$ cat src/hw/rtl/traffic_light_phase_controller_macros.svh
// Assertion macros used by the traffic light phase controller core.
`ifndef TRAFFIC_LIGHT_PHASE_CONTROLLER_MACROS_SVH
`define TRAFFIC_LIGHT_PHASE_CONTROLLER_MACROS_SVH

// Checks a property at every rising clock edge outside reset.
`define TLPC_ASSERT(lbl, clk, rstn, prop, msg) \
    lbl: assert property (@(posedge clk) disable iff (!rstn) (prop)) else $error(msg);

// Checks that a condition in one cycle implies a consequence in the next cycle.
`define TLPC_ASSERT_NEXT(lbl, clk, rstn, ante, cons, msg) \
    lbl: assert property (@(posedge clk) disable iff (!rstn) (ante) |=> (cons)) else $error(msg);

`endif

$ cat src/hw/rtl/tlpc_pkg.sv
// Types and constants of the traffic light phase controller.
package tlpc_pkg;

    typedef enum logic [2:0] {
        PH_VG   = 3'd0,
        PH_VA   = 3'd1,
        PH_HG   = 3'd2,
        PH_HA   = 3'd3,
        PH_RED  = 3'd4,
        PH_PED  = 3'd5,
        PH_RAIL = 3'd6
    } phase_e;

    typedef enum logic [2:0] {
        ACT_TICK  = 3'd0,
        ACT_CAR_V = 3'd1,
        ACT_CAR_H = 3'd2,
        ACT_PED   = 3'd3,
        ACT_MODE  = 3'd4,
        ACT_OVR   = 3'd5
    } action_e;

    typedef enum logic [1:0] {
        RS_IDLE  = 2'd0,
        RS_CLEAR = 2'd1,
        RS_AMBER = 2'd2,
        RS_SAFE  = 2'd3
    } rail_step_e;

    typedef enum logic [1:0] {
        LIGHT_GREEN = 2'd0,
        LIGHT_AMBER = 2'd1,
        LIGHT_RED   = 2'd2
    } light_e;

    typedef enum logic [1:0] {
        RPL_OK       = 2'd0,
        RPL_BAD_MODE = 2'd1,
        RPL_BAD_ROAD = 2'd2
    } reply_e;

    typedef enum logic [2:0] {
        REG_GREEN_V    = 3'd0,
        REG_GREEN_H    = 3'd1,
        REG_SENSOR_MAX = 3'd2,
        REG_AMBER      = 3'd3,
        REG_ALL_RED    = 3'd4,
        REG_CLEARANCE  = 3'd5,
        REG_CHECK      = 3'd6,
        REG_CROSSING   = 3'd7
    } cfg_idx_e;

    localparam logic MODE_FIXED  = 1'b0;
    localparam logic MODE_DEMAND = 1'b1;

    localparam logic [1:0] ROAD_NONE = 2'd0;
    localparam logic [1:0] ROAD_V    = 2'd1;
    localparam logic [1:0] ROAD_H    = 2'd2;
    localparam logic [1:0] ROAD_BAD  = 2'd3;

    localparam int unsigned APB_ADDR_W = 5;
    localparam int unsigned APB_DATA_W = 32;

    localparam logic [7:0] RST_GREEN_V    = 8'd30;
    localparam logic [7:0] RST_GREEN_H    = 8'd20;
    localparam logic [7:0] RST_SENSOR_MAX = 8'd30;
    localparam logic [7:0] RST_AMBER      = 8'd4;
    localparam logic [7:0] RST_ALL_RED    = 8'd2;
    localparam logic [7:0] RST_CLEARANCE  = 8'd10;
    localparam logic [7:0] RST_CHECK      = 8'd10;
    localparam logic [7:0] RST_CROSSING   = 8'd8;

    typedef struct packed {
        logic [7:0] green_vertical_fixed;
        logic [7:0] green_horizontal_fixed;
        logic [7:0] green_sensor_max;
        logic [7:0] amber_time;
        logic [7:0] all_red_time;
        logic [7:0] clearance_time;
        logic [7:0] check_period;
        logic [7:0] crossing_time;
    } cfg_t;

    typedef struct packed {
        logic [2:0]  action;
        logic        rail_stop;
        logic [1:0]  requested_mode;
        logic [1:0]  requested_road;
        logic [15:0] requested_seconds;
    } item_t;

    typedef struct packed {
        light_e     vertical_light;
        light_e     horizontal_light;
        phase_e     phase_code;
        logic       mode_now;
        logic       pedestrian_waiting;
        logic [1:0] override_road;
        logic [7:0] override_left;
        reply_e     reply_code;
    } result_t;

    typedef struct packed {
        phase_e     phase;
        logic [7:0] phase_seconds;
        logic [7:0] check_seconds;
        rail_step_e rail_step;
        logic       horizontal_due;
        logic       operating_mode;
        logic       vertical_demand;
        logic       horizontal_demand;
        logic       crossing_demand;
        logic [1:0] override_direction;
        logic [7:0] override_count;
        logic       hold_active;
    } state_t;

endpackage

$ cat src/hw/rtl/traffic_light_phase_controller.sv
// Top level of the traffic light phase controller with stream and APB ports.
// Requests enter on the s_ stream: s_tuser carries the action (tick, car
// vertical, car horizontal, pedestrian, set mode, override), s_tdata the
// rail stop level and the mode, road and seconds arguments. Every request
// gives exactly one result on the m_ stream with both lights, the phase,
// the mode, the pedestrian flag, the override state and a reply code.
// A request is held in an input register and the next phase is worked out
// combinationally into the output register, from which the result leaves.
// One request is taken every cycle as long as the receiver keeps m_tready
// high; when m_tready is low the result waits in the output register and
// one more request is still taken into the input register before s_tready
// drops.
// The APB port sets the eight timing registers, in seconds, at byte
// addresses 0 to 28; write them only while no request is in flight.
// Reset returns to sensor mode with vertical green, no demands, no override
// and the rail sequence idle, and empties both registers.
module traffic_light_phase_controller
    import tlpc_pkg::*;
#(
    parameter int unsigned OVERRIDE_DEFAULT = 30,
    parameter int unsigned OVERRIDE_MAX     = 120
) (
    input  logic                  aclk,
    input  logic                  aresetn,
    input  logic                  s_tvalid,
    output logic                  s_tready,
    // rail_stop[0], requested_mode[2:1], requested_road[4:3],
    // requested_seconds[20:5], zero[23:21]
    input  logic [23:0]           s_tdata,
    // action[2:0]
    input  logic [2:0]            s_tuser,
    output logic                  m_tvalid,
    input  logic                  m_tready,
    // vertical_light[1:0], horizontal_light[3:2], phase_code[6:4], mode_now[7],
    // pedestrian_waiting[8], override_road[10:9], override_left[18:11],
    // reply_code[20:19], zero[23:21]
    output logic [23:0]           m_tdata,
    input  logic                  psel,
    input  logic                  penable,
    input  logic                  pwrite,
    input  logic [APB_ADDR_W-1:0] paddr,
    input  logic [APB_DATA_W-1:0] pwdata,
    output logic [APB_DATA_W-1:0] prdata,
    output logic                  pready
);

    cfg_t    cfg;
    item_t   in_item_reg;
    logic    in_valid_reg;
    result_t core_result;
    result_t out_result_reg;
    logic    out_valid_reg;
    logic    advance;

    tlpc_regs u_regs (
        .aclk    (aclk),
        .aresetn (aresetn),
        .psel    (psel),
        .penable (penable),
        .pwrite  (pwrite),
        .paddr   (paddr),
        .pwdata  (pwdata),
        .prdata  (prdata),
        .pready  (pready),
        .cfg     (cfg)
    );

    tlpc_core #(
        .OVERRIDE_DEFAULT (OVERRIDE_DEFAULT),
        .OVERRIDE_MAX     (OVERRIDE_MAX)
    ) u_core (
        .aclk    (aclk),
        .aresetn (aresetn),
        .step    (advance),
        .item    (in_item_reg),
        .cfg     (cfg),
        .result  (core_result)
    );

    assign advance  = in_valid_reg && (!out_valid_reg || m_tready);
    assign s_tready = !in_valid_reg || advance;

    always_ff @(posedge aclk) begin
        if (!aresetn) begin
            in_valid_reg <= 1'b0;
        end else if (s_tready) begin
            in_valid_reg <= s_tvalid;
        end
    end

    always_ff @(posedge aclk) begin
        if (s_tvalid && s_tready) begin
            in_item_reg.action            <= s_tuser;
            in_item_reg.rail_stop         <= s_tdata[0];
            in_item_reg.requested_mode    <= s_tdata[2:1];
            in_item_reg.requested_road    <= s_tdata[4:3];
            in_item_reg.requested_seconds <= s_tdata[20:5];
        end
    end

    always_ff @(posedge aclk) begin
        if (!aresetn) begin
            out_valid_reg <= 1'b0;
        end else if (advance) begin
            out_valid_reg <= 1'b1;
        end else if (m_tready) begin
            out_valid_reg <= 1'b0;
        end
    end

    always_ff @(posedge aclk) begin
        if (advance) begin
            out_result_reg <= core_result;
        end
    end

    assign m_tvalid = out_valid_reg;
    assign m_tdata  = {3'b000,
                       out_result_reg.reply_code,
                       out_result_reg.override_left,
                       out_result_reg.override_road,
                       out_result_reg.pedestrian_waiting,
                       out_result_reg.mode_now,
                       out_result_reg.phase_code,
                       out_result_reg.horizontal_light,
                       out_result_reg.vertical_light};

endmodule

$ cat src/hw/rtl/tlpc_regs.sv
// APB register file holding the phase timing settings.
module tlpc_regs
    import tlpc_pkg::*;
(
    input  logic                  aclk,
    input  logic                  aresetn,
    input  logic                  psel,
    input  logic                  penable,
    input  logic                  pwrite,
    input  logic [APB_ADDR_W-1:0] paddr,
    input  logic [APB_DATA_W-1:0] pwdata,
    output logic [APB_DATA_W-1:0] prdata,
    output logic                  pready,
    output cfg_t                  cfg
);

    cfg_t     cfg_reg;
    cfg_idx_e idx;
    logic     wr_en;
    logic [7:0] rd_byte;

    assign pready = 1'b1;
    assign idx    = cfg_idx_e'(paddr[APB_ADDR_W-1:2]);
    assign wr_en  = psel && penable && pwrite;
    assign cfg    = cfg_reg;

    always_ff @(posedge aclk) begin
        if (!aresetn) begin
            cfg_reg.green_vertical_fixed   <= RST_GREEN_V;
            cfg_reg.green_horizontal_fixed <= RST_GREEN_H;
            cfg_reg.green_sensor_max       <= RST_SENSOR_MAX;
            cfg_reg.amber_time             <= RST_AMBER;
            cfg_reg.all_red_time           <= RST_ALL_RED;
            cfg_reg.clearance_time         <= RST_CLEARANCE;
            cfg_reg.check_period           <= RST_CHECK;
            cfg_reg.crossing_time          <= RST_CROSSING;
        end else if (wr_en) begin
            case (idx)
                REG_GREEN_V:    cfg_reg.green_vertical_fixed   <= pwdata[7:0];
                REG_GREEN_H:    cfg_reg.green_horizontal_fixed <= pwdata[7:0];
                REG_SENSOR_MAX: cfg_reg.green_sensor_max       <= pwdata[7:0];
                REG_AMBER:      cfg_reg.amber_time             <= pwdata[7:0];
                REG_ALL_RED:    cfg_reg.all_red_time           <= pwdata[7:0];
                REG_CLEARANCE:  cfg_reg.clearance_time         <= pwdata[7:0];
                REG_CHECK:      cfg_reg.check_period           <= pwdata[7:0];
                REG_CROSSING:   cfg_reg.crossing_time          <= pwdata[7:0];
                default: ;
            endcase
        end
    end

    always_comb begin
        case (idx)
            REG_GREEN_V:    rd_byte = cfg_reg.green_vertical_fixed;
            REG_GREEN_H:    rd_byte = cfg_reg.green_horizontal_fixed;
            REG_SENSOR_MAX: rd_byte = cfg_reg.green_sensor_max;
            REG_AMBER:      rd_byte = cfg_reg.amber_time;
            REG_ALL_RED:    rd_byte = cfg_reg.all_red_time;
            REG_CLEARANCE:  rd_byte = cfg_reg.clearance_time;
            REG_CHECK:      rd_byte = cfg_reg.check_period;
            REG_CROSSING:   rd_byte = cfg_reg.crossing_time;
            default:        rd_byte = 8'd0;
        endcase
        prdata = {{(APB_DATA_W-8){1'b0}}, rd_byte};
    end

endmodule

$ cat src/hw/rtl/tlpc_core.sv
// Phase state registers and the next-state logic for one request.
`include "traffic_light_phase_controller_macros.svh"

module tlpc_core
    import tlpc_pkg::*;
#(
    parameter int unsigned OVERRIDE_DEFAULT = 30,
    parameter int unsigned OVERRIDE_MAX     = 120
) (
    input  logic    aclk,
    input  logic    aresetn,
    input  logic    step,
    input  item_t   item,
    input  cfg_t    cfg,
    output result_t result
);

    state_t      state_reg;
    state_t      state_next;
    reply_e      reply;
    action_e     act;
    logic        tick;
    logic        go;
    phase_e      go_ph;
    logic        ent_v;
    logic        ent_h;
    logic        ended;
    logic        gv;
    logic [1:0]  mine;
    logic [7:0]  limit;
    logic [7:0]  bumped;
    logic [15:0] secs;

    always_comb begin
        state_next = state_reg;
        reply      = RPL_OK;
        act        = action_e'(item.action);
        tick       = (act == ACT_TICK);
        go         = 1'b0;
        go_ph      = PH_RED;
        ent_v      = 1'b0;
        ent_h      = 1'b0;
        ended      = 1'b0;
        gv         = (state_reg.phase == PH_VG);
        mine       = gv ? ROAD_V : ROAD_H;
        limit      = 8'd0;
        bumped     = (state_reg.phase_seconds == 8'hFF) ? 8'hFF
                                                        : state_reg.phase_seconds + 8'd1;
        secs       = item.requested_seconds;

        case (act)
            ACT_CAR_V: state_next.vertical_demand   = 1'b1;
            ACT_CAR_H: state_next.horizontal_demand = 1'b1;
            ACT_PED:   state_next.crossing_demand   = 1'b1;
            ACT_MODE: begin
                if (item.requested_mode[1] == 1'b0) begin
                    state_next.operating_mode = item.requested_mode[0];
                end else begin
                    reply = RPL_BAD_MODE;
                end
            end
            ACT_OVR: begin
                if (item.requested_road == ROAD_BAD) begin
                    reply = RPL_BAD_ROAD;
                end else begin
                    if (secs == 16'd0) begin
                        secs = 16'(OVERRIDE_DEFAULT);
                    end
                    if (secs > 16'(OVERRIDE_MAX)) begin
                        secs = 16'(OVERRIDE_MAX);
                    end
                    state_next.override_direction = item.requested_road;
                    state_next.override_count     = (item.requested_road == ROAD_NONE)
                                                    ? 8'd0 : secs[7:0];
                end
            end
            default: ;
        endcase

        if (state_reg.rail_step == RS_IDLE && item.rail_stop) begin
            case (state_reg.phase)
                PH_VG: begin
                    state_next.rail_step = RS_CLEAR;
                    go    = 1'b1;
                    go_ph = PH_VG;
                end
                PH_HG: begin
                    state_next.rail_step = RS_AMBER;
                    go    = 1'b1;
                    go_ph = PH_HA;
                end
                PH_RED, PH_PED: begin
                    go = 1'b1;
                    if (state_reg.horizontal_due) begin
                        state_next.rail_step = RS_CLEAR;
                        go_ph = PH_VG;
                    end else begin
                        state_next.rail_step = RS_SAFE;
                        go_ph = PH_RAIL;
                    end
                end
                default: begin
                    state_next.rail_step = RS_SAFE;
                    go    = 1'b1;
                    go_ph = PH_RAIL;
                end
            endcase
        end else if (state_reg.rail_step != RS_IDLE) begin
            if (state_reg.rail_step == RS_SAFE && state_reg.phase == PH_RAIL) begin
                if (!item.rail_stop) begin
                    go    = 1'b1;
                    go_ph = PH_RED;
                end
            end else if (tick) begin
                state_next.phase_seconds = bumped;
                if (state_reg.rail_step == RS_CLEAR) begin
                    if (bumped >= cfg.clearance_time) begin
                        state_next.rail_step = RS_AMBER;
                        go    = 1'b1;
                        go_ph = PH_VA;
                    end
                end else if (state_reg.rail_step == RS_AMBER) begin
                    if (bumped >= cfg.amber_time) begin
                        state_next.rail_step = RS_SAFE;
                        go    = 1'b1;
                        go_ph = PH_RAIL;
                    end
                end else if (bumped >= cfg.all_red_time) begin
                    if (item.rail_stop) begin
                        go    = 1'b1;
                        go_ph = PH_RAIL;
                    end else begin
                        state_next.rail_step = RS_IDLE;
                        ent_v = 1'b1;
                    end
                end
            end
        end else if (tick) begin
            case (state_reg.phase)
                PH_VG, PH_HG: begin
                    if (state_reg.hold_active) begin
                        if (state_next.override_direction != mine) begin
                            ended = 1'b1;
                        end else begin
                            if (state_next.override_count != 8'd0) begin
                                state_next.override_count = state_next.override_count - 8'd1;
                            end
                            if (state_next.override_count == 8'd0) begin
                                state_next.override_direction = ROAD_NONE;
                                ended = 1'b1;
                            end
                        end
                    end else begin
                        state_next.phase_seconds = bumped;
                        state_next.check_seconds = (state_reg.check_seconds == 8'hFF)
                                                   ? 8'hFF : state_reg.check_seconds + 8'd1;
                        if (state_next.override_direction != ROAD_NONE
                            && state_next.override_direction != mine) begin
                            ended = 1'b1;
                        end else begin
                            if (state_next.operating_mode == MODE_DEMAND
                                && state_next.check_seconds >= cfg.check_period) begin
                                state_next.check_seconds = 8'd0;
                                if ((gv ? state_next.horizontal_demand
                                        : state_next.vertical_demand)
                                    || state_next.crossing_demand) begin
                                    ended = 1'b1;
                                end
                            end
                            if (state_next.operating_mode == MODE_DEMAND) begin
                                limit = cfg.green_sensor_max;
                            end else begin
                                limit = gv ? cfg.green_vertical_fixed
                                           : cfg.green_horizontal_fixed;
                            end
                            if (bumped >= limit) begin
                                ended = 1'b1;
                            end
                        end
                    end
                    if (ended) begin
                        go    = 1'b1;
                        go_ph = gv ? PH_VA : PH_HA;
                    end
                end
                PH_VA, PH_HA: begin
                    state_next.phase_seconds = bumped;
                    if (bumped >= cfg.amber_time) begin
                        go    = 1'b1;
                        go_ph = PH_RED;
                    end
                end
                PH_RED, PH_PED: begin
                    state_next.phase_seconds = bumped;
                    if (state_reg.phase == PH_RED && bumped >= cfg.all_red_time
                        && state_next.override_direction == ROAD_NONE
                        && state_next.crossing_demand) begin
                        state_next.crossing_demand = 1'b0;
                        go    = 1'b1;
                        go_ph = PH_PED;
                    end else if ((state_reg.phase == PH_RED && bumped >= cfg.all_red_time)
                        || (state_reg.phase == PH_PED && bumped >= cfg.crossing_time)) begin
                        if (state_next.override_direction == ROAD_V) begin
                            state_next.horizontal_due = 1'b1;
                            ent_v = 1'b1;
                        end else if (state_next.override_direction == ROAD_H) begin
                            state_next.horizontal_due = 1'b0;
                            ent_h = 1'b1;
                        end else if (state_reg.horizontal_due) begin
                            state_next.horizontal_due = 1'b0;
                            ent_h = 1'b1;
                        end else begin
                            state_next.horizontal_due = 1'b1;
                            ent_v = 1'b1;
                        end
                    end
                end
                default: begin
                    go    = 1'b1;
                    go_ph = PH_RED;
                end
            endcase
        end

        if (go) begin
            state_next.phase         = go_ph;
            state_next.phase_seconds = 8'd0;
            state_next.check_seconds = 8'd0;
            state_next.hold_active   = 1'b0;
        end
        if (ent_v) begin
            state_next.phase           = PH_VG;
            state_next.phase_seconds   = 8'd0;
            state_next.check_seconds   = 8'd0;
            state_next.vertical_demand = 1'b0;
            state_next.hold_active     = (state_next.override_direction == ROAD_V);
        end
        if (ent_h) begin
            state_next.phase             = PH_HG;
            state_next.phase_seconds     = 8'd0;
            state_next.check_seconds     = 8'd0;
            state_next.horizontal_demand = 1'b0;
            state_next.hold_active       = (state_next.override_direction == ROAD_H);
        end

        result.vertical_light   = LIGHT_RED;
        result.horizontal_light = LIGHT_RED;
        case (state_next.phase)
            PH_VG:   result.vertical_light   = LIGHT_GREEN;
            PH_VA:   result.vertical_light   = LIGHT_AMBER;
            PH_HG:   result.horizontal_light = LIGHT_GREEN;
            PH_HA:   result.horizontal_light = LIGHT_AMBER;
            default: ;
        endcase
        result.phase_code         = state_next.phase;
        result.mode_now           = state_next.operating_mode;
        result.pedestrian_waiting = state_next.crossing_demand;
        result.override_road      = state_next.override_direction;
        result.override_left      = state_next.override_count;
        result.reply_code         = reply;
    end

    always_ff @(posedge aclk) begin
        if (!aresetn) begin
            state_reg.phase              <= PH_VG;
            state_reg.phase_seconds      <= 8'd0;
            state_reg.check_seconds      <= 8'd0;
            state_reg.rail_step          <= RS_IDLE;
            state_reg.horizontal_due     <= 1'b1;
            state_reg.operating_mode     <= MODE_DEMAND;
            state_reg.vertical_demand    <= 1'b0;
            state_reg.horizontal_demand  <= 1'b0;
            state_reg.crossing_demand    <= 1'b0;
            state_reg.override_direction <= ROAD_NONE;
            state_reg.override_count     <= 8'd0;
            state_reg.hold_active        <= 1'b0;
        end else if (step) begin
            state_reg <= state_next;
        end
    end

    `TLPC_ASSERT(a_hold_in_green, aclk, aresetn,
        !state_reg.hold_active || state_reg.phase == PH_VG || state_reg.phase == PH_HG,
        "Override hold is active outside a green phase.")
    `TLPC_ASSERT(a_rail_safe_in_sequence, aclk, aresetn,
        state_reg.rail_step != RS_IDLE || state_reg.phase != PH_RAIL,
        "Rail-safe phase reached with the rail sequence idle.")
    `TLPC_ASSERT(a_override_count_matches, aclk, aresetn,
        (state_reg.override_direction == ROAD_NONE) == (state_reg.override_count == 8'd0),
        "Override direction and remaining count disagree.")
    `TLPC_ASSERT_NEXT(a_state_holds_idle, aclk, aresetn, !step,
        $stable(state_reg), "Controller state changed without a request.")

endmodule

$ cat config.mk
export PLATFORM = sky130hd
export DESIGN_NAME = traffic_light_phase_controller
export DESIGN_NICKNAME = d
export VERILOG_FILES = /design/src/hw/rtl/tlpc_pkg.sv /design/src/hw/rtl/traffic_light_phase_controller.sv /design/src/hw/rtl/tlpc_regs.sv /design/src/hw/rtl/tlpc_core.sv
export VERILOG_INCLUDE_DIRS = /design/src /design/src/hw/rtl
export SDC_FILE = /design/constraint.sdc
export NUM_CORES = 1
export LEC_CHECK = 0
export BUFFER_PORTS_ARGS = -buffer_cell sky130_fd_sc_hd__buf_2
export CELL_PAD_IN_SITES_DETAIL_PLACEMENT = 1
export CELL_PAD_IN_SITES_GLOBAL_PLACEMENT = 1
export CORE_MARGIN = 3
export CORE_UTILIZATION = 40
export DETAILED_ROUTE_END_ITERATION = 7
export GPL_TIMING_DRIVEN = 1
export HOLD_SLACK_MARGIN = 0.06
export PLACE_DENSITY = 0.72
export SYNTH_ARGS = -nofsm -noshare
export SYNTH_HDL_FRONTEND = slang
export SYNTH_SLANG_ARGS = --single-unit
export TNS_END_PERCENT = 100
$ cat constraint.sdc
create_clock -name aclk -period 4.5 [get_ports aclk]
set_input_delay 0.9 -clock aclk [delete_from_list [all_inputs] [get_ports aclk]]
set_output_delay 0.9 -clock aclk [all_outputs]
set_load 0.01 [all_outputs]
======== Yosys cells after proc, flatten, opt, wreduce, memory -nomap -nowiden ========
Cells that the tools add are included.
operators by class
  eq/ne operators ......................... 41
  $lt $le $gt $ge ......................... 7
  multiplexer cells ....................... 145
  bitwise gates (word level) .............. 3
  reductions and logical operators ........ 55
  add/sub/neg operators ................... 3
operators by type and width
  operator             number
  $mux 8               26
  $mux 16              6
  $mux 1               65
  $pmux 8 s8           1
  $mux 19              3
  $mux 10              5
  $ge 8x8->1           6
  $mux 2               17
  $mux 11              3
  $mux 3               11
  $eq 3x3->1 const B   9
  $eq 3x2->1 const B   8
  $reduce_and 2->1     9
  $add 8x1->8 const B  2
  $eq 8x8->1 const B   2
  $gt 16x7->1 const B  1
  $logic_not 16->1     1
  $pmux 8 s2           1
  $eq 3x1->1 const B   4
  $logic_and 1x1->1    12
  $logic_not 3->1      4
  $ne 4x1->1 const B   3
  $pmux 2 s2           3
  $reduce_and 6->1     2
  other kinds (28)     50
word-level totals
  flip-flop bits (word level) ............. 148
  output and inout port bits .............. 59
  logic and storage cells ................. 289
  bits of input ports ..................... 71

======== Depth between registers and ports, before layout ========
Gate-level depths: netlist (run 1).
  depth in word-level cells ............... 35
  gate-level depth with buffers ........... 18
  mapped depth without buffers ............ 17

======== Hierarchy ========
From an unflattened synthesis (run 1), not the netlist that was laid out.
unflattened totals
  cell total of the unflattened synthesis .. 1069
  area total of the unflattened synthesis .. 9308.9 sq um
modules (own cells, without submodules)
  module                          area an instance (sq um)  cells an instance  instances  seq. area each (sq um)
  tlpc_core                       4501.8                    599                1          740.7
  tlpc_regs                       3325.7                    412                1          1281.2
  traffic_light_phase_controller  1481.4                    58                 1          1391.3

======== Worst setup path after synthesis (run 1) ========
No wires, ideal clock.
  path kind ............................... flip-flop to flip-flop
  from .................................... reg in_item_reg[22] (netlist name)
  to ...................................... reg out_result_reg, in the netlist m_tdata[0], data pin
  buffers on the path ..................... 2
  clock period less this slack ............ 4092 ps
  setup slack ............................. 408 ps
  data required time ...................... 4244 ps
  arrival ................................. 3836 ps
  cell stages (with the launch flop) ...... 17
  library setup time ...................... 256 ps
  path through ............................ edfxtp_1 clkbuf_1 nor4_1 mux2i_1 clkbuf_1 o21ai_0 ha_1 nand2_1 o21ai_0 nand4_1 a21oi_1 a311o_1 nand2_1 o41ai_4 o21ai_2 a2111o_1 and4b_1
RTL lines
  element               RTL line                               text
  from (decl)           traffic_light_phase_controller.sv:48   item_t in_item_reg;
  to (signal assigned)  traffic_light_phase_controller.sv:113  out_result_reg <= core_result;
  to (decl)             traffic_light_phase_controller.sv:51   result_t out_result_reg;

==> results by group, run 1 <==
Worst setup path
  • CP bufs+invs: 2
  • Critical path cell sequence: inv_1, nor4_2, mux2i_1, buf_12, o21ai_0, ha_1, nand2_1, o21ai_0, nand4_1, a21oi_1, a311o_1, nand2_1, o41ai_4, o21ai_2, a2111o_1, and4b_1
  • CP delay by family, top: compound AO/OA/AOI/OAI gates
  • WP depth: 16
  • CP peak stage delay: 480 ps
  • Number of cells on the worst reg-to-reg path: 16
  • Critical Path End Type: register
  • Setup CP Type: reg -> reg
  • Startpoint Class: register
  • Data required time of the worst path: 4690 ps
  • Slowest-stage cell, CP: a2111o_1
  • Max FO, Critical Path: 19
  • Critical Path AT: 4410 ps

Yosys
  • Sequential area share after synthesis: 0.3895
  • #FFs+latches synth: 148
  • Syn Std Cell Area: 8762 µm²
  • Ys async rst share: 0
  • Dominant synthesized flop cell: dfxtp_1
  • Yosys cell types: 86
  • Cells after Synth: 971
  • EDFF count, synth: 45
  • Number of synthesis warnings: 0
  • Avg Synthesized Cell Area: 9.024 µm²

Clock tree
  • Clock Path Buffers: 2
  • Clock transition at path regs: 60 ps
  • Hold Buf Count CTS: 0
  • Number of clock sinks: 148
  • TritonCTS clock tree: yes
  • Post-CTS setup buffers: 0
  • Cts repair resizes: 0
  • Clk root buf: clkbuf_16
  • Num CTS Buffers: 17
  • H-tree levels: 4
  • Worst-Skew Late Latency: 440 ps

Pwr
  • Combinational power share: 0.118
  • Internal Power: 2.340 mW
  • Switching share of power: 0.2794
  • Pleak: 4.117 nW
  • Sw Pwr: 0.9072 mW
  • Peak VDD IR: 0.2196 mV
  • Total power: 3.247 mW
  • Clock Power Share: 0.439
  • PD cells: 324.0 nW/µm²
  • Sequential cell fraction of total power: 0.444

STA
  • Tmin final: 4220 ps
  • Final setup viols: 0
  • Fin worst setup slack: 279.6 ps
  • Tightest Pin Transition: 1048 ps
  • Fin Clk Skew: 13.85 ps
  • Fin. Hold Viols: 0
  • Fmax: 236.9 MHz
  • Hold_ws: 481.2 ps
  • Max transition margin: 0.3014
  • Slew Limit Fails: 0
  • Final period util: 0.9379

Layout
  • Final cell count without fillers: 1335
  • Finished Cell Area: 10020 µm²
  • Final nets: 1171
  • Max reg flops: 64
  • Syn-to-layout area delta: 14.38%
  • Share of layout cells above drive strength 1: 0.1616

Placement
  • GPL Wtd Cong: 0.8499
  • DP HPWL: 19.13 mm
  • DP Cell Count: 1301
  • Post-place setup slack: 188.1 ps
  • IO buf count: 72
  • DP Area: 9417 µm²

Global route
  • First-pass GRT wire length: 41.39 mm
  • Vias in the first global route: 7580
  • Antenna violations before repair: 2
  • Tot GR Track Use: 0.2186
  • Global route total overflow: 0
  • Largest net degree at the start of global routing: 48

Floorplanning
  • Chip width: 154.0 µm
  • Die area: 23720 µm²
  • Die height: 154.0 µm
  • Boundary pin count: 130
  • CORE AREA: 21290 µm²
  • Row cnt: 53
  • Initial core utilization: 0.4116

Drt
  • Initial DRT Pass Iterations: 6
  • Routed wire length: 26.16 mm
  • DRC: 0
  • DR WL/cell: 19.60 µm
  • Initial DRC count: 404
  • ANT nets after route: 0
  • Via count: 7506
  • Drt via density: 5.622

Worst hold path
  • Hold Crit Class: reg -> reg
  • Hold path depth: 2

Status
  • Status: complete, no violations

Job
  • Max_cap viols: 0
## power groups by stage
stage,Combinational [mW],Sequential [mW],Clock [mW]
after global placement,0.366,1.47,0
after CTS,0.376,1.44,1.45
final,0.382,1.44,1.42
after floorplan,0.257,1.47,0
after detailed placement,0.373,1.47,0
after global routing,0.419,1.44,1.50
## worst reg2reg max path, delay by kind of cell, from the launching register on
kind	cells	cell delay, ps
AO/OA/AOI/OAI	7	1780
adder cells (fa/ha/maj)	1	330
buffers and inverters	2	300
flip-flops	1	360
multiplexers	1	350
AND/OR/NAND/NOR	5	850
## placed cells by master, fill, tap and decap left out, types with 8 or more instances in the layout
| master | synthesis | routed |
|---|---|---|
| ha_1 | 55 | 55 |
| o22ai_1 | 8 | 8 |
| nor2_1 | 97 | 97 |
| o211ai_1 | 13 | 13 |
| dfxtp_1 | 103 | 103 |
| nand3_1 | 21 | 21 |
| a211oi_1 | 9 | 8 |
| mux2i_1 | 61 | 61 |
| nor3_1 | 17 | 16 |
| edfxtp_1 | 45 | 45 |
| o21ai_0 | 37 | 37 |
| a31oi_1 | 10 | 10 |
| nor2b_1 | 13 | 13 |
| a32o_1 | 12 | 12 |
| buf_4 | 29 | 28 |
| nand4_1 | 9 | 9 |
| inv_1 | 59 | 58 |
| conb_1 | 2 | 28 |
| and2_1 | 9 | 9 |
| a21oi_1 | 55 | 55 |
| clkbuf_16 | 0 | 17 |
| a21o_1 | 10 | 10 |
| nand2_1 | 105 | 105 |
| nand2b_1 | 17 | 17 |
| buf_2 | 3 | 72 |
## synthesized netlist by cell type, types with 3 or more instances
| cell type | number | area (µm²) |
|---|---|---|
| a211oi_1 | 9 | 67.56 |
| a21o_1 | 10 | 75.07 |
| a21oi_1 | 55 | 275.3 |
| a221oi_1 | 5 | 43.79 |
| a311oi_1 | 3 | 26.28 |
| a31oi_1 | 10 | 62.56 |
| a32o_1 | 12 | 120.1 |
| a41oi_1 | 3 | 26.28 |
| and2_1 | 9 | 56.30 |
| and3_1 | 8 | 50.05 |
| buf_1 | 12 | 45.04 |
| buf_2 | 3 | 15.01 |
| buf_4 | 29 | 217.7 |
| clkbuf_1 | 28 | 105.1 |
| dfxtp_1 | 103 | 2062 |
| edfxtp_1 | 45 | 1351 |
| ha_1 | 55 | 688.2 |
| inv_1 | 59 | 221.5 |
| mux2_2 | 5 | 56.30 |
| mux2i_1 | 61 | 610.6 |
| mux4_2 | 4 | 90.09 |
| nand2_1 | 105 | 394.1 |
| nand2b_1 | 17 | 106.4 |
| nand3_1 | 21 | 105.1 |
| nand4_1 | 9 | 56.30 |
| nor2_1 | 97 | 364.1 |
| nor2b_1 | 13 | 81.33 |
| nor3_1 | 17 | 85.08 |
| nor4_1 | 5 | 31.28 |
| nor4b_1 | 4 | 35.03 |
| o211a_1 | 5 | 50.05 |
| o211ai_1 | 13 | 97.59 |
| o21a_1 | 4 | 30.03 |
| o21ai_0 | 37 | 185.2 |
| o22ai_1 | 8 | 50.05 |
| o2bb2ai_1 | 3 | 26.28 |
| o31a_1 | 3 | 26.28 |
| o31ai_1 | 4 | 30.03 |
| or2_2 | 5 | 31.28 |
| or3_1 | 5 | 31.28 |
| xnor2_1 | 6 | 52.55 |
| xor2_1 | 4 | 35.03 |
## layout make-up
type / instances / area, µm²
Clock buffer: 18 / 439.2
Inverter: 60 / 225.2
Sequential cell: 148 / 3413
Timing Repair Buffer: 101 / 590.6
Fill cell: 2516 / 11260
Multi-Input combinational cell: 717 / 4867
Antenna cell: 2 / 5.005
Tap cell: 275 / 344.1
Clock inverter: 14 / 137.6
## layer usage
metal | global-route usage | share of wire | vias to the layer above
met4 | 0.05845 | 0.018 | 0
met1 | 0.2993 | 0.47 | 3722
met5 | 0 | 0 | -
met2 | 0.3582 | 0.47 | 156
li1 | - | - | 3600
met3 | 0.03743 | 0.039 | 28
## logic make-up after synthesis
| logic type | after synthesis | share of synthesized area |
|---|---|---|
| fa+ha+maj | 55 | 0.07854 |
| xor+xnor | 10 | 0.009995 |
| other cells | 2 | 0.0008571 |
| flops | 148 | 0.3895 |
| mux | 70 | 0.08639 |
| buf+inv | 132 | 0.06940 |
| compound gates | 221 | 0.1796 |
| simple gates | 333 | 0.1856 |
## through the flow
step	TNS, ps	util
6_report	0	0.4708
4_1_cts	0	0.4695
3_3_place_gp	0	0.4424
3_5_place_dp	0	0.4424
5_1_grt	-27.00	0.4708
2_1_floorplan	0	-
## worst paths after layout
kind	from	slack, ps	to
worst max register to register	in_item_reg[23]	280	m_tdata[0]
worst min-delay path	u_regs.cfg[46]	480	u_regs.cfg[46]
worst max-delay path	in_item_reg[23]	280	m_tdata[0]
worst min register to register	u_regs.cfg[46]	480	u_regs.cfg[46]
(Power assumes the default switching activity.)
==> run 2, diff against run 1 <==
- PLACE_DENSITY: 0.72 -> 0.7
==> run 2 against run 1 <==
Effect of this change: sequential power barely moved; via count fell by 0.75%; cell count fell by 0.22%; non-clock buffer count fell by 1; clock skew fell by 3.9 ps; die area did not move; highest routed layer unchanged.
==> results by group, run 2 (synthesized netlist as in run 1, its figures left out) <==
Drt
  • Initial DRT Pass Iterations: 5
  • Initial DRC count: 344
  • DRC: 0
  • Drt via density: 5.593
  • ANT nets after route: 0
  • DR WL/cell: 19.78 µm
  • Via count: 7450
  • Routed wire length: 26.35 mm

Worst setup path
  • Critical path cell sequence: buf_4, and3b_1, and2_1, and3_1, o21a_1, a21oi_1, ha_1, o221ai_4, nor4b_4, a32oi_1, o41ai_4, o21ai_2, a2111o_1, and4b_1
  • CP bufs+invs: 1
  • Max FO, Critical Path: 10
  • Critical Path AT: 4470 ps
  • Startpoint Class: register
  • Setup CP Type: reg -> reg
  • CP peak stage delay: 540 ps
  • Slowest-stage cell, CP: o41ai_4
  • Data required time of the worst path: 4690 ps
  • CP delay by family, top: compound AO/OA/AOI/OAI gates
  • RR Startpoint: in_item_reg[21]
  • Critical Path End Type: register
  • Worst setup path startpoint: in_item_reg[21]

Floorplanning
  • Die height: 154.0 µm
  • Chip width: 154.0 µm
  • Boundary pin count: 130
  • Die area: 23720 µm²
  • Row cnt: 53
  • CORE AREA: 21290 µm²
  • Initial core utilization: 0.4116

STA
  • Final setup viols: 0
  • Fin worst setup slack: 227.3 ps
  • Slew Limit Fails: 0
  • Fin Clk Skew: 9.923 ps
  • Tightest Pin Transition: 1057 ps
  • Fin. Hold Viols: 0
  • Max transition margin: 0.2953
  • Final period util: 0.9495
  • Fmax: 234.0 MHz
  • Tmin final: 4273 ps

Clock tree
  • TritonCTS clock tree: yes
  • Clk root buf: clkbuf_16
  • Worst-Skew Late Latency: 440 ps
  • Number of clock sinks: 148
  • Num CTS Buffers: 17
  • Clock transition at path regs: 70 ps
  • Clock Path Buffers: 2
  • H-tree levels: 4

Layout
  • Most frequent cells in the layout: 105 x nand2_1, 103 x dfxtp_1, 97 x nor2_1
  • Antenna Cells: 0
  • Final nets: 1170
  • Commonest non-fill, non-tap cell in the layout: nand2_1
  • Max reg flops: 64
  • Syn-to-layout area delta: 14.39%
  • Final cell count without fillers: 1332
  • Share of layout cells above drive strength 1: 0.1646

Pwr
  • Internal Power: 2.356 mW
  • Switching share of power: 0.2808
  • Pleak: 4.120 nW
  • Sequential cell fraction of total power: 0.440
  • PD cells: 326.8 nW/µm²
  • Peak VDD IR: 0.2261 mV
  • Combinational power share: 0.115
  • Sw Pwr: 0.9200 mW
  • Clock Power Share: 0.445

Global route
  • Global route total overflow: 0
  • Antenna violations before repair: 0
  • First-pass GRT wire length: 41.52 mm
  • Vias in the first global route: 7420
  • Largest net degree at the start of global routing: 65
  • Tot GR Track Use: 0.2217

Placement
  • IO buf count: 72
  • DP HPWL: 18.96 mm
  • Post-place setup slack: 257.8 ps
  • DP Cell Count: 1299
  • GPL Wtd Cong: 0.8303

Job
  • Max_cap viols: 0

Worst hold path
  • Hold Crit Class: reg -> reg
  • Hold_sp: u_core.state_reg[9]

Status
  • Status: complete, no violations
-- run 2: through the flow --
| step | hold slack [ps] | util | power (mW) | instance area [µm²] | setup TNS (ps) |
|---|---|---|---|---|---|
| floorplan | 436.5 | - | 1.725 | 8860 | 0 |
| global placement | 452.8 | 0.4418 | 1.834 | 9405 | 0 |
| detailed placement | 458.7 | 0.4418 | 1.840 | 9405 | 0 |
| CTS | 468.5 | 0.4695 | 3.302 | 9995 | 0 |
| global route | 499.5 | 0.4709 | 3.408 | 10020 | -208.9 |
| finish | 472.1 | 0.4709 | 3.276 | 10020 | 0 |
-- run 2: final timing paths --
| check | endpoint | depth (start not counted) | slack [ps] |
|---|---|---|---|
| hold reg to reg | u_core.state_reg[9] | 2 | 470 |
| setup / recovery | m_tdata[0] | 14 | 230 |
| setup reg to reg | m_tdata[0] | 14 | 230 |
| hold / removal | u_core.state_reg[9] | 2 | 470 |
-- run 2: cell type report --
| type | instances | area [µm²] |
|---|---|---|
| tap | 275 | 344.1 |
| sequential | 148 | 3413 |
| inverter | 60 | 225.2 |
| clock buffer | 19 | 452.9 |
| fill | 2512 | 11260 |
| multi-input combinational | 717 | 4868 |
| timing repair buffer | 100 | 583.1 |
| clock inverter | 13 | 136.4 |
-- run 2: routing by layer --
| metal | share of wire | GRT usage |
|---|---|---|
| met1 | 0.48 | 0.3121 |
| met3 | 0.036 | 0.03659 |
| met4 | 0.0088 | 0.05467 |
| met2 | 0.48 | 0.3565 |
| met5 | 0 | 0 |
-- run 2: power groups by stage --
stage	sequential (mW)	combinational [mW]	clock [mW]
6_report	1.44	0.375	1.46
5_1_grt	1.45	0.410	1.55
4_1_cts	1.44	0.373	1.49
3_5_place_dp	1.47	0.370	0
3_3_place_gp	1.47	0.365	0
2_1_floorplan	1.47	0.257	0
-- run 2: what timing repair did --
action | in CTS | in global routing
resized for setup | 0 | 6
setup endpoints to repair | 0 | 21
hold buffers | 0 | 0
setup buffers | 0 | 1
-- run 2: tightest hold or removal path, stage by stage (launching register included) --
cell and delay (ps):
dfxtp_1 320, nand2_1 50, a21oi_1 50
